**src/hdl/hupd_pkg.sv**
```systemverilog
// Shared constants and types for the HCI UART packet deframer.
`default_nettype none
package hupd_pkg;

    localparam int BYTE_W     = 8;
    localparam int LEN_W      = 16;
    localparam int HDR_MAX    = 4;
    localparam int GRP_CNT_W  = 3;
    localparam int GRP_POS_W  = 2;
    localparam int HCNT_W     = 3;
    localparam int PHASE_W    = 2;
    localparam int CFG_IDX_W  = 1;
    localparam int CFG_DATA_W = 16;

    localparam logic [BYTE_W-1:0] TYPE_EVENT = 8'h04;
    localparam logic [BYTE_W-1:0] TYPE_ACL   = 8'h02;

    localparam logic [HCNT_W-1:0] HDR_LEN_EVT = 3'd2;
    localparam logic [HCNT_W-1:0] HDR_LEN_ACL = 3'd4;

    localparam logic [PHASE_W-1:0] PH_IDLE = 2'd0;
    localparam logic [PHASE_W-1:0] PH_HDR  = 2'd1;
    localparam logic [PHASE_W-1:0] PH_PASS = 2'd2;
    localparam logic [PHASE_W-1:0] PH_DISC = 2'd3;

    localparam logic [CFG_IDX_W-1:0] CFG_MAX_EVT = 1'd0;
    localparam logic [CFG_IDX_W-1:0] CFG_MAX_ACL = 1'd1;

    localparam logic [BYTE_W-1:0] RST_MAX_EVT = 8'd255;
    localparam logic [LEN_W-1:0]  RST_MAX_ACL = 16'd1021;

    // Result group produced by one input byte: up to four bytes of one packet.
    typedef struct packed {
        logic [GRP_CNT_W-1:0]             cnt;
        logic [HDR_MAX-1:0][BYTE_W-1:0]   bytes;
        logic                             is_acl;
        logic                             first;
        logic                             last;
    } t_group;

endpackage
`default_nettype wire

```
**src/hdl/hupd_parser.sv**
```systemverilog
// Packet parser: phase tracking, header collection and length checks.
`default_nettype none
module hupd_parser
    import hupd_pkg::*;
(
    input  wire logic              i_clk,
    input  wire logic              i_rst_n,
    input  wire logic              i_accept,
    input  wire logic [BYTE_W-1:0] i_byte,
    input  wire logic [BYTE_W-1:0] i_max_evt,
    input  wire logic [LEN_W-1:0]  i_max_acl,
    output t_group                 o_group
);

    logic [PHASE_W-1:0] r_phase, n_phase;
    logic               r_is_acl, n_is_acl;
    logic [BYTE_W-1:0]  r_hdr [HDR_MAX];
    logic [BYTE_W-1:0]  n_hdr [HDR_MAX];
    logic [HCNT_W-1:0]  r_hcnt, n_hcnt;
    logic [LEN_W-1:0]   r_remain, n_remain;

    always_comb begin
        logic [HCNT_W-1:0] hdr_len;
        logic [LEN_W-1:0]  len;
        logic [LEN_W-1:0]  limit;
        logic [LEN_W-1:0]  dec;

        n_phase  = r_phase;
        n_is_acl = r_is_acl;
        n_hdr    = r_hdr;
        n_hcnt   = r_hcnt;
        n_remain = r_remain;
        o_group  = '0;
        hdr_len  = r_is_acl ? HDR_LEN_ACL : HDR_LEN_EVT;
        dec      = r_remain - LEN_W'(1);
        len      = '0;
        limit    = '0;

        if (i_accept) begin
            unique case (r_phase)
                PH_IDLE: begin
                    if (i_byte == TYPE_EVENT || i_byte == TYPE_ACL) begin
                        n_is_acl = (i_byte == TYPE_ACL);
                        n_hcnt   = '0;
                        n_phase  = PH_HDR;
                    end
                end
                PH_HDR: begin
                    n_hdr[r_hcnt[GRP_POS_W-1:0]] = i_byte;
                    n_hcnt = r_hcnt + HCNT_W'(1);
                    if (n_hcnt >= hdr_len) begin
                        if (r_is_acl) begin
                            len   = {n_hdr[3], n_hdr[2]};
                            limit = i_max_acl;
                        end else begin
                            len   = {{(LEN_W-BYTE_W){1'b0}}, n_hdr[1]};
                            limit = {{(LEN_W-BYTE_W){1'b0}}, i_max_evt};
                        end
                        n_remain = len;
                        if (len > limit) begin
                            // Oversized: swallow the payload silently.
                            n_phase = PH_DISC;
                        end else begin
                            o_group.cnt    = hdr_len;
                            o_group.bytes  = {n_hdr[3], n_hdr[2], n_hdr[1], n_hdr[0]};
                            o_group.is_acl = r_is_acl;
                            o_group.first  = 1'b1;
                            o_group.last   = (len == '0);
                            n_phase        = (len == '0) ? PH_IDLE : PH_PASS;
                        end
                    end
                end
                PH_PASS: begin
                    n_remain       = dec;
                    o_group.cnt    = GRP_CNT_W'(1);
                    o_group.bytes  = {{(3*BYTE_W){1'b0}}, i_byte};
                    o_group.is_acl = r_is_acl;
                    o_group.first  = 1'b0;
                    o_group.last   = (dec == '0);
                    if (dec == '0) begin
                        n_phase = PH_IDLE;
                    end
                end
                PH_DISC: begin
                    n_remain = dec;
                    if (dec == '0) begin
                        n_phase = PH_IDLE;
                    end
                end
                default: begin
                    n_phase = PH_IDLE;
                end
            endcase
        end
    end

    always_ff @(posedge i_clk) begin
        if (!i_rst_n) begin
            r_phase  <= PH_IDLE;
            r_is_acl <= 1'b0;
            r_hcnt   <= '0;
            r_remain <= '0;
            for (int k = 0; k < HDR_MAX; k++) begin
                r_hdr[k] <= '0;
            end
        end else begin
            r_phase  <= n_phase;
            r_is_acl <= n_is_acl;
            r_hcnt   <= n_hcnt;
            r_remain <= n_remain;
            r_hdr    <= n_hdr;
        end
    end

    // Payload phases never sit with nothing left to move.
    assert property (@(posedge i_clk) disable iff (!i_rst_n)
        (r_phase == PH_PASS || r_phase == PH_DISC) |-> r_remain != '0)
        else $error("payload phase with zero bytes remaining");

endmodule
`default_nettype wire

```
**src/hdl/hupd_emitter.sv**
```systemverilog
// Result group buffer and output register: drains one byte per cycle while the output is not stalled.
`default_nettype none
module hupd_emitter
    import hupd_pkg::*;
(
    input  wire logic              i_clk,
    input  wire logic              i_rst_n,
    input  wire t_group            i_group,
    output logic                   o_ready,
    output logic                   o_valid,
    input  wire logic              i_out_ready,
    output logic [BYTE_W-1:0]      o_byte,
    output logic                   o_is_acl,
    output logic                   o_first,
    output logic                   o_last
);

    logic [GRP_CNT_W-1:0]           r_left;
    logic [GRP_POS_W-1:0]           r_pos;
    logic [HDR_MAX-1:0][BYTE_W-1:0] r_bytes;
    logic                           r_is_acl;
    logic                           r_first;
    logic                           r_last;

    logic                           r_ovalid;
    logic [BYTE_W-1:0]              r_obyte;
    logic                           r_oacl;
    logic                           r_ofirst;
    logic                           r_olast;

    logic out_free;
    logic move;

    assign out_free = !r_ovalid || i_out_ready;
    assign move     = (r_left != '0) && out_free;
    assign o_ready  = (r_left == '0) || (r_left == GRP_CNT_W'(1) && move);

    always_ff @(posedge i_clk) begin
        if (!i_rst_n) begin
            r_left   <= '0;
            r_pos    <= '0;
            r_ovalid <= 1'b0;
        end else begin
            if (i_group.cnt != '0) begin
                r_left <= i_group.cnt;
                r_pos  <= '0;
            end else if (move) begin
                r_left <= r_left - GRP_CNT_W'(1);
                r_pos  <= r_pos + GRP_POS_W'(1);
            end
            if (move) begin
                r_ovalid <= 1'b1;
            end else if (i_out_ready) begin
                r_ovalid <= 1'b0;
            end
        end
    end

    always_ff @(posedge i_clk) begin
        if (i_group.cnt != '0) begin
            r_bytes  <= i_group.bytes;
            r_is_acl <= i_group.is_acl;
            r_first  <= i_group.first;
            r_last   <= i_group.last;
        end
        if (move) begin
            r_obyte  <= r_bytes[r_pos];
            r_oacl   <= r_is_acl;
            r_ofirst <= r_first && (r_pos == '0);
            r_olast  <= r_last && (r_left == GRP_CNT_W'(1));
        end
    end

    assign o_valid  = r_ovalid;
    assign o_byte   = r_obyte;
    assign o_is_acl = r_oacl;
    assign o_first  = r_ofirst;
    assign o_last   = r_olast;

    assert property (@(posedge i_clk) disable iff (!i_rst_n)
        !o_ready |-> r_left != '0)
        else $error("input stalled with empty group buffer");

    assert property (@(posedge i_clk) disable iff (!i_rst_n)
        ({1'b0, r_left} + {2'b0, r_pos}) <= (GRP_CNT_W+1)'(HDR_MAX))
        else $error("group buffer position overrun");

    assert property (@(posedge i_clk) disable iff (!i_rst_n)
        (r_left != '0 && !r_ovalid) |=> r_ovalid)
        else $error("pending byte not moved to empty output register");

    assert property (@(posedge i_clk) disable iff (!i_rst_n)
        (i_group.cnt != '0) |-> o_ready)
        else $error("group produced while buffer busy");

endmodule
`default_nettype wire

```
**src/hdl/hci_uart_packet_deframer_top.sv**
```systemverilog
// Top level of the HCI UART (H4) packet deframer.
//
// Input stream: one received UART byte per item on s_axis. While idle,
// bytes other than the event (0x04) and ACL (0x02) type markers are
// skipped. The header (2 bytes event, 4 bytes ACL) is collected and the
// length checked against the configured limit for its type.
// Output stream: header, then payload bytes of an accepted packet on m_axis.
// tuser bit 0 marks ACL data, bit 1 the first header byte; tlast marks
// the final byte of the packet. Oversized packets are dropped whole.
// Path: an accepted byte's result is registered into the group buffer,
// then into the output register that drives m_axis.
// Throughput: one byte per cycle for type, header and payload bytes
// while m_axis is ready; the byte that completes a header releases 2
// or 4 output items, and s_axis holds off while that run drains
// through the single output register.
// Stall: when m_axis_tready is low the output register and group buffer
// hold, and s_axis_tready drops once the buffer holds an undelivered byte.
// Reset (synchronous, active low): idle phase, buffers empty, limits back
// to 255 (event) and 1021 (ACL). Write limits only while the block is idle.
`default_nettype none
module hci_uart_packet_deframer_top
    import hupd_pkg::*;
(
    input  wire logic                  i_clk,
    input  wire logic                  i_rst_n,
    // Received bytes
    input  wire logic                  i_s_axis_tvalid,
    output logic                       o_s_axis_tready,
    input  wire logic [7:0]            i_s_axis_tdata,   // [7:0] rx_byte
    // Rebuilt packets
    output logic                       o_m_axis_tvalid,
    input  wire logic                  i_m_axis_tready,
    output logic [7:0]                 o_m_axis_tdata,   // [7:0] out_byte
    output logic                       o_m_axis_tlast,   // last_of_packet
    output logic [1:0]                 o_m_axis_tuser,   // [0] packet_is_acl,
                                                         // [1] first_of_packet
    // Limit registers
    input  wire logic                  i_cfg_we,
    input  wire logic [CFG_IDX_W-1:0]  i_cfg_index,
    input  wire logic [CFG_DATA_W-1:0] i_cfg_wdata
);

    logic [BYTE_W-1:0] r_max_evt;
    logic [LEN_W-1:0]  r_max_acl;
    logic              accept;
    logic              ready;
    logic              out_acl;
    logic              out_first;
    t_group            group;

    // Limit registers; the event limit keeps only the low byte of the write data.
    always_ff @(posedge i_clk) begin
        if (!i_rst_n) begin
            r_max_evt <= RST_MAX_EVT;
            r_max_acl <= RST_MAX_ACL;
        end else if (i_cfg_we) begin
            unique case (i_cfg_index)
                CFG_MAX_EVT: r_max_evt <= i_cfg_wdata[BYTE_W-1:0];
                CFG_MAX_ACL: r_max_acl <= i_cfg_wdata[LEN_W-1:0];
                default: ;
            endcase
        end
    end

    assign accept          = i_s_axis_tvalid && ready;
    assign o_s_axis_tready = ready;
    assign o_m_axis_tuser  = {out_first, out_acl};

    hupd_parser u_parser (
        .i_clk     (i_clk),
        .i_rst_n   (i_rst_n),
        .i_accept  (accept),
        .i_byte    (i_s_axis_tdata),
        .i_max_evt (r_max_evt),
        .i_max_acl (r_max_acl),
        .o_group   (group)
    );

    hupd_emitter u_emitter (
        .i_clk       (i_clk),
        .i_rst_n     (i_rst_n),
        .i_group     (group),
        .o_ready     (ready),
        .o_valid     (o_m_axis_tvalid),
        .i_out_ready (i_m_axis_tready),
        .o_byte      (o_m_axis_tdata),
        .o_is_acl    (out_acl),
        .o_first     (out_first),
        .o_last      (o_m_axis_tlast)
    );

endmodule
`default_nettype wire
```
**config.mk**
```make
export PLATFORM = sky130hd
export DESIGN_NAME = hci_uart_packet_deframer_top
export DESIGN_NICKNAME = d
export VERILOG_FILES = /design/src/hdl/hupd_pkg.sv /design/src/hdl/hupd_parser.sv /design/src/hdl/hupd_emitter.sv /design/src/hdl/hci_uart_packet_deframer_top.sv
export SDC_FILE = /design/constraint.sdc
export NUM_CORES = 1
export LEC_CHECK = 0
export ABC_AREA = 1
export BUFFER_PORTS_ARGS = -buffer_cell sky130_fd_sc_hd__buf_4
export CAP_MARGIN = 10
export CORE_UTILIZATION = 25
export CTS_CLUSTER_DIAMETER = 200
export DETAILED_ROUTE_END_ITERATION = 8
export HOLD_SLACK_MARGIN = 0.12
export PLACE_DENSITY = 0.42
export SETUP_SLACK_MARGIN = 0.15
export SYNTH_ARGS = -nofsm -noshare
export SYNTH_HDL_FRONTEND = slang
export SYNTH_SLANG_ARGS = --single-unit
```
**constraint.sdc**
```tcl
create_clock -name i_clk -period 3.15 [get_ports i_clk]
set_input_delay 0.63 -clock i_clk [delete_from_list [all_inputs] [get_ports i_clk]]
set_output_delay 0.63 -clock i_clk [all_outputs]
set_load 0.01 [all_outputs]
```
==> impl_metrics.toml, run 1 <==
[status]
outcome = "finished clean"

[clock_network]
hold_buffers = 0
cts_buffer_depth = 2
cts-htree-levels = 4
path_clk_slew_ns = 0.07
cts_root_buffer = "clkbuf_16"
cts.sinks = 130
clock_latency_ns = 0.44
cts_tree = "done"
numCtsBuffers = 17

[sta]
min_period_ns = 2.84
whs_ns = 0.403
tightestPinTransition_ns = 0.573
setup_ws_ns = 0.309
setup_viol = 0
finalClockSkew_ns = 0.0201
period_share_pct = 90.2
slew_violations = 0
relSlewSlack_pct = 61.4
fmax_ghz = 0.352
hold_viol = 0
rsz0062_at_grt = "no"

[setup_path]
cp_max_fo = 17
path_delay_family = "simple AND/OR/NAND/NOR gates"
worst-path-buf-inv = 3
crit_chain = "ha_1 > buf_12 > o21ai_1 > nand2_1 > inv_1 > ha_1 > a21oi_1 > a21oi_1 > nor2_1 > nand2_1 > nand2_2 > nand2_8 > nand2_8 > clkbuf_16"
cp-end-kind = "flop"
regToRegSetupSlack_ns = 0.31
slowest_delay_ns = 0.35
cp.required_ns = 3.31
arrival_ns = 3.00
cp_slowest_cell = "dfxtp_4"
ff2ff_path_depth = 14
r2r_start = "u_parser.r_hcnt[0]"
critPathKind = "flop to flop"
setup.worst_path.start_class = "flop"
r2r-end = "u_emitter.r_bytes[30]"

[global_routing]
grt_pass1_wl_um = 31000
grt_usage_pct = 14.4
use_met2_pct = 22.6
grt.overflow.total = 0
antenna_found_initial = 0
gr-usage-met3_pct = 2.96
grt_max_degree = 63
grt_pass1_vias = 5573
use_met1_pct = 19.6
grt_most_used_layer = "met2"

[job]
cap_violations = 0

[place]
port_buffers = 42
dpl_cell_area_um2 = 7900
dp_hpwl_um = 14400
gp_congestion = 0.797
dpl_worst_slack_ns = -0.0183

[yosys]
synth_ff_type = "dfxtp_1"
ys_seq_area_share_pct = 44.4
synth_seq_cells = 130
synth_top_area_cell = "dfxtp_1"
synth_most_common_cell = "nand2_1"
yosys-top-cells-area = "dfxtp_1 (24%), edfxtp_1 (20%), nand2_1 (12%), o21ai_0 (7.4%), nor2_1 (6.5%)"
synth_edf_count = 46
yosysUniqueCellTypes = 37
synthesis.nets = 971
synth_top_cells_by_count = "nand2_1 (221), nor2_1 (119), o21ai_0 (102), inv_1 (88), dfxtp_1 (84)"
ys_warn_count = 0
syn_inst = 909
synthesis.area_um2 = 6890
synth_top_area_share_pct = 24.4
async_flop_share_pct = 0
avgSynthCellArea_um2 = 7.58

[power_and_ir_drop]
p_leak_nw = 3.89
pwr-share-seq_pct = 40.3
internal_power_w = 0.00345
comb_power_share_pct = 17.2
p_clk_share_pct = 42.5
switching_share_pct = 29.8
power_density_nw_per_um2 = 565
p_switching_w = 0.00147
finalPower_w = 0.00492
peakVddDrop_uv = 225

[min_path]
whs_endpoint = "r_max_acl[9]"
worstHoldPathCells = 3
hp-class = "input pin to flop"
min_from = "i_cfg_wdata[9]"

[finish]
fin_util_pct = 32.2
antenna_cells = 0
syn_to_final_growth_pct = 26.2
fin_nets = 1054
finish.instance_area_um2 = 8700
final_layout_size_suffix_gt1_share_pct = 16.2

[routing]
avgRoutedWirePerCell_um = 14.6
vias_per_cell = 4.40
first_pass_iters = 4
drc = 0
first_iter_violations = 358
wl_um = 19600
via_count = 5927
antenna_left = 0

[floorplan]
coreArea_um2 = 27000
die-width_um = 168
start_util_pct = 25.5
pin_count = 43
rows = 60
die_area_um2 = 28200
dieHeight_um = 168
==> worst min-delay path: cells and delay by family <==
family	cells	cell delay (ns)
and+or+nand+nor	2	0.09
buffers and inverters	1	0.08
==> final cells by class <==
cell class	instances	area, µm²
Multi-Input combinational cell	645	3360
Timing Repair Buffer	103	883
Inverter	95	357
Sequential cell	130	3070
Clock inverter	15	185
Clock buffer	17	425
Fill cell	2943	18300
Tap cell	341	427
==> placed cells by master (no fill, tap or decap), types with 5 or more instances in the layout <==
master and n:
o21ai_0 84, nand3b_1 5, ha_1 30, clkbuf_16 20, nand2_1 220, mux2i_1 7, inv_6 5, o21ai_1 15
inv_2 6, o22ai_1 16, inv_1 88, a31oi_1 5, o211a_1 13, o21ai_2 6, buf_4 94, inv_8 5
nand3_1 36, dfxtp_1 82, a21oi_1 52, edfxtp_1 46, nor3_1 5, nor2_1 118
==> cell families after synthesis <==
group | after synthesis | share of synthesized area (%)
adder cells (fa/ha/maj) | 32 | 5.81
flip-flops | 130 | 44.4
multiplexers | 7 | 1.02
buffers and inverters | 134 | 7.91
AND/OR/NAND/NOR | 403 | 24.0
AO/OA/AOI/OAI | 197 | 16.1
XOR/XNOR | 6 | 0.762
==> through the flow <==
step / cells / setup TNS [ns]
after floorplan: 909 / 0
after global placement: 1306 / 0
after detailed placement: 1306 / -0.0313
after CTS: 1338 / 0
after global routing: 1346 / 0
final: 1346 / 0
==> power groups by stage <==
stage	combinational, W	sequential (W)	clock, W
detailed placement	0.000860	0.00202	0
CTS	0.000863	0.00198	0.00214
global route	0.000961	0.00200	0.00221
floorplan	0.000548	0.00202	0
finish	0.000848	0.00198	0.00209
global placement	0.000860	0.00202	0
==> worst max-delay path by stage <==
stage | startpoint | to | slack (ns) | depth (start not counted)
final | u_parser.r_hcnt[0] | u_emitter.r_bytes[30] | 0.31 | 14
after global routing | u_parser.r_hcnt[0] | u_emitter.r_left[2] | 0.15 | 18
after CTS | u_parser.r_hcnt[0] | u_emitter.r_left[2] | 0.15 | 20
after detailed placement | u_parser.r_hcnt[0] | u_emitter.r_left[2] | -0.02 | 19
after global placement | u_parser.r_hcnt[0] | u_emitter.r_left[2] | 0.03 | 19
after floorplan | u_parser.r_hcnt[0] | u_emitter.r_bytes[0] | 0.22 | 19
==> what timing repair did <==
item	in CTS	in global routing
setup endpoints to repair	71	76
gates cloned	0	3
setup buffers	0	5
pin swaps	0	5
endpoints found under the hold margin	0	0
gates resized for setup	2	36
==> flip-flops by register name (all words and copies together), names as in the netlist, 2 cells and up <==
| signal | cells |
|---|---|
| r_max_acl | 16 |
| r_max_evt | 8 |
| u_emitter.o_byte | 8 |
| u_emitter.r_bytes | 32 |
| u_emitter.r_left | 3 |
| u_emitter.r_pos | 2 |
| u_parser.r_hcnt | 3 |
| u_parser.r_hdr | 32 |
| u_parser.r_phase | 2 |
| u_parser.r_remain | 16 |
==> per-layer routing <==
layer	share of wire, %	wire length [µm]
met1	51	9960
met2	45	8770
met3	2.8	545
met4	1.7	339
met5	0	0
Power figures use the tool's default switching activity.
==> inputs of run 2 (changes only) <==
--- a/config.mk
+++ b/config.mk
@@ -8,11 +8,10 @@
 export ABC_AREA = 1
 export BUFFER_PORTS_ARGS = -buffer_cell sky130_fd_sc_hd__buf_4
 export CAP_MARGIN = 10
-export CORE_UTILIZATION = 25
-export CTS_CLUSTER_DIAMETER = 200
+export CORE_UTILIZATION = 50
 export DETAILED_ROUTE_END_ITERATION = 8
 export HOLD_SLACK_MARGIN = 0.12
-export PLACE_DENSITY = 0.42
+export PLACE_DENSITY = 0.71
 export SETUP_SLACK_MARGIN = 0.15
 export SYNTH_ARGS = -nofsm -noshare
 export SYNTH_HDL_FRONTEND = slang
==> run 2 against run 1 <==
Net effect:
- maximum frequency is 1.6% higher
- final area is 4.6% lower
- non-clock buffer count is 18 lower
- global-route usage is 10 points higher
- register-to-register slack better by 0.05 ns
- via count is 4.3% higher
- largest power group is now sequential cells
- sequential cell count stayed put
==> impl_metrics.toml, run 2 (synthesis results as in run 1) <==
[setup_path]
arrival_ns = 2.95
r2r_start = "u_parser.r_hcnt[0]"
r2r-end = "u_emitter.r_bytes[3]"
ff2ff_path_depth = 18
cp.required_ns = 3.31
setup.worst_path.start_class = "flop"
crit_chain = "buf_4 > ha_4 > buf_6 > nand2_1 > o21ai_0 > o21ai_1 > inv_1 > ha_1 > nand2_1 > nor2_2 > nand2_1 > nand2_1 > nand2_1 > nand2_2 > nand2_4 > nand2_4 > buf_12 > o22ai_1"
critical_path.most_common_cell = "nand2_1"
regToRegSetupSlack_ns = 0.36
cp-end-kind = "flop"
critPathKind = "flop to flop"
slowest_delay_ns = 0.35
cp_max_fo = 33
cp_slowest_cell = "dfxtp_4"

[clock_network]
path_clk_slew_ns = 0.06
cts_tree = "done"
cts.sinks = 130
cts_root_buffer = "clkbuf_16"
clock_latency_ns = 0.43
cts_buffer_depth = 2
cts-htree-levels = 4
numCtsBuffers = 17
hold_buffers = 0

[routing]
wl_um = 16900
wl_met1_um = 7890
met3_length_um = 957
drc = 0
highest-signal-layer = "met4"
first_iter_violations = 328
antenna_left = 0
avgRoutedWirePerCell_um = 14.5
first_pass_iters = 5
vias_per_cell = 5.32
via_count = 6183
wl_met2_um = 7650

[power_and_ir_drop]
p_leak_nw = 3.76
power_density_nw_per_um2 = 575
peakVddDrop_uv = 324
finalPower_w = 0.00478

[floorplan]
die_area_um2 = 14300
start_util_pct = 51.6
coreArea_um2 = 13300
pin_count = 43
rows = 42
die-width_um = 119
dieHeight_um = 119

[place]
gp_congestion = 0.977
dpl_cell_area_um2 = 7580
port_buffers = 42
dp_hpwl_um = 12100

[global_routing]
grt_usage_pct = 24.6
antenna_found_initial = 0
grt_pass1_wl_um = 27200
grt_pass1_vias = 5606
grt_max_degree = 45
grt.overflow.total = 0

[min_path]
worstHoldPathCells = 3
hp-class = "input pin to flop"
whs_endpoint = "r_max_acl[8]"
min_from = "i_cfg_wdata[8]"

[finish]
layout_commonest_cell = "nand2_1"
finish.instance_area_um2 = 8300
nFillCells = 1185
syn_to_final_growth_pct = 20.4
final_cell_mix = "nand2_1 (219), nor2_1 (118), inv_1 (87), dfxtp_1 (82), o21ai_0 (81)"
final_layout_size_suffix_gt1_share_pct = 15.1
reg_top3 = "u_emitter.r_bytes x32, u_parser.r_hdr x32"
fin_nets = 1036
antenna_cells = 0

[job]
cap_violations = 0

[sta]
fmax_ghz = 0.358
relSlewSlack_pct = 62.9
min_period_ns = 2.79
fin_setup_tns_ns = 0
slew_violations = 0
rsz0062_at_grt = "no"
tightestPinTransition_ns = 0.556
finalClockSkew_ns = 0.00902
hold_viol = 0
period_share_pct = 88.7
setup_viol = 0
whs_ns = 0.402

[status]
outcome = "finished clean"
## run 2: stage by stage
stage | std cells | setup WS, ns | util [%]
detailed placement | 1124 | 0.0419 | 56.8
CTS | 1156 | 0.162 | 61.2
finish | 1163 | 0.355 | 62.2
floorplan | 909 | 0.216 | -
global placement | 1124 | 0.163 | 56.8
global route | 1163 | 0.154 | 62.2
## run 2: repair_timing
item | CTS | global route
gates resized for setup | 3 | 42
endpoints found under the setup margin | 71 | 76
pin swaps | 0 | 7
buffers inserted | 0 | 7
## run 2: final cells by class
| class | instances | area, µm² | area share (%) |
|---|---|---|---|
| clock buffer | 18 | 429 | 5.17 |
| clock inverter | 14 | 153 | 1.84 |
| inverter | 95 | 357 | 4.30 |
| multi-input combinational | 645 | 3370 | 40.6 |
| sequential | 130 | 3070 | 37.0 |
| tap | 176 | 220 | 2.65 |
| timing repair buffer | 85 | 704 | 8.49 |
## run 2: critical path: cells and delay by family (launching register included)
kind | cells | cell delay (ns)
flip-flops | 1 | 0.35
adder cells (fa/ha/maj) | 2 | 0.48
buffers and inverters | 4 | 0.56
AO/OA/AOI/OAI | 3 | 0.42
AND/OR/NAND/NOR | 9 | 0.71
## run 2: routing by layer
layer | vias to the layer above | track usage (%)
li1 | 3137 | -
met1 | 2831 | 32.2
met2 | 182 | 39.1
met3 | 33 | 5.99
met4 | 0 | 9.69
met5 | - | 0
## run 2: where the power goes
part           internal, W  total [W]  switching [W]  leakage (nW)
Clock              0.00117    0.00195       0.000776         0.286
Sequential         0.00190    0.00198      0.0000801          1.12
Combinational     0.000348   0.000844       0.000496          2.36
Total              0.00342    0.00478        0.00135          3.76
## run 2: how the worst max path moves through the flow
stage | start | to | cells after the start
detailed placement | u_parser.r_hcnt[0] | u_emitter.r_left[1] | 20
finish | u_parser.r_hcnt[0] | u_emitter.r_bytes[3] | 18
global route | u_parser.r_hcnt[0] | u_emitter.r_left[2] | 22
global placement | u_parser.r_hcnt[0] | u_emitter.r_bytes[5] | 15
CTS | u_parser.r_hcnt[0] | u_emitter.r_left[2] | 21
floorplan | u_parser.r_hcnt[0] | u_emitter.r_bytes[0] | 19
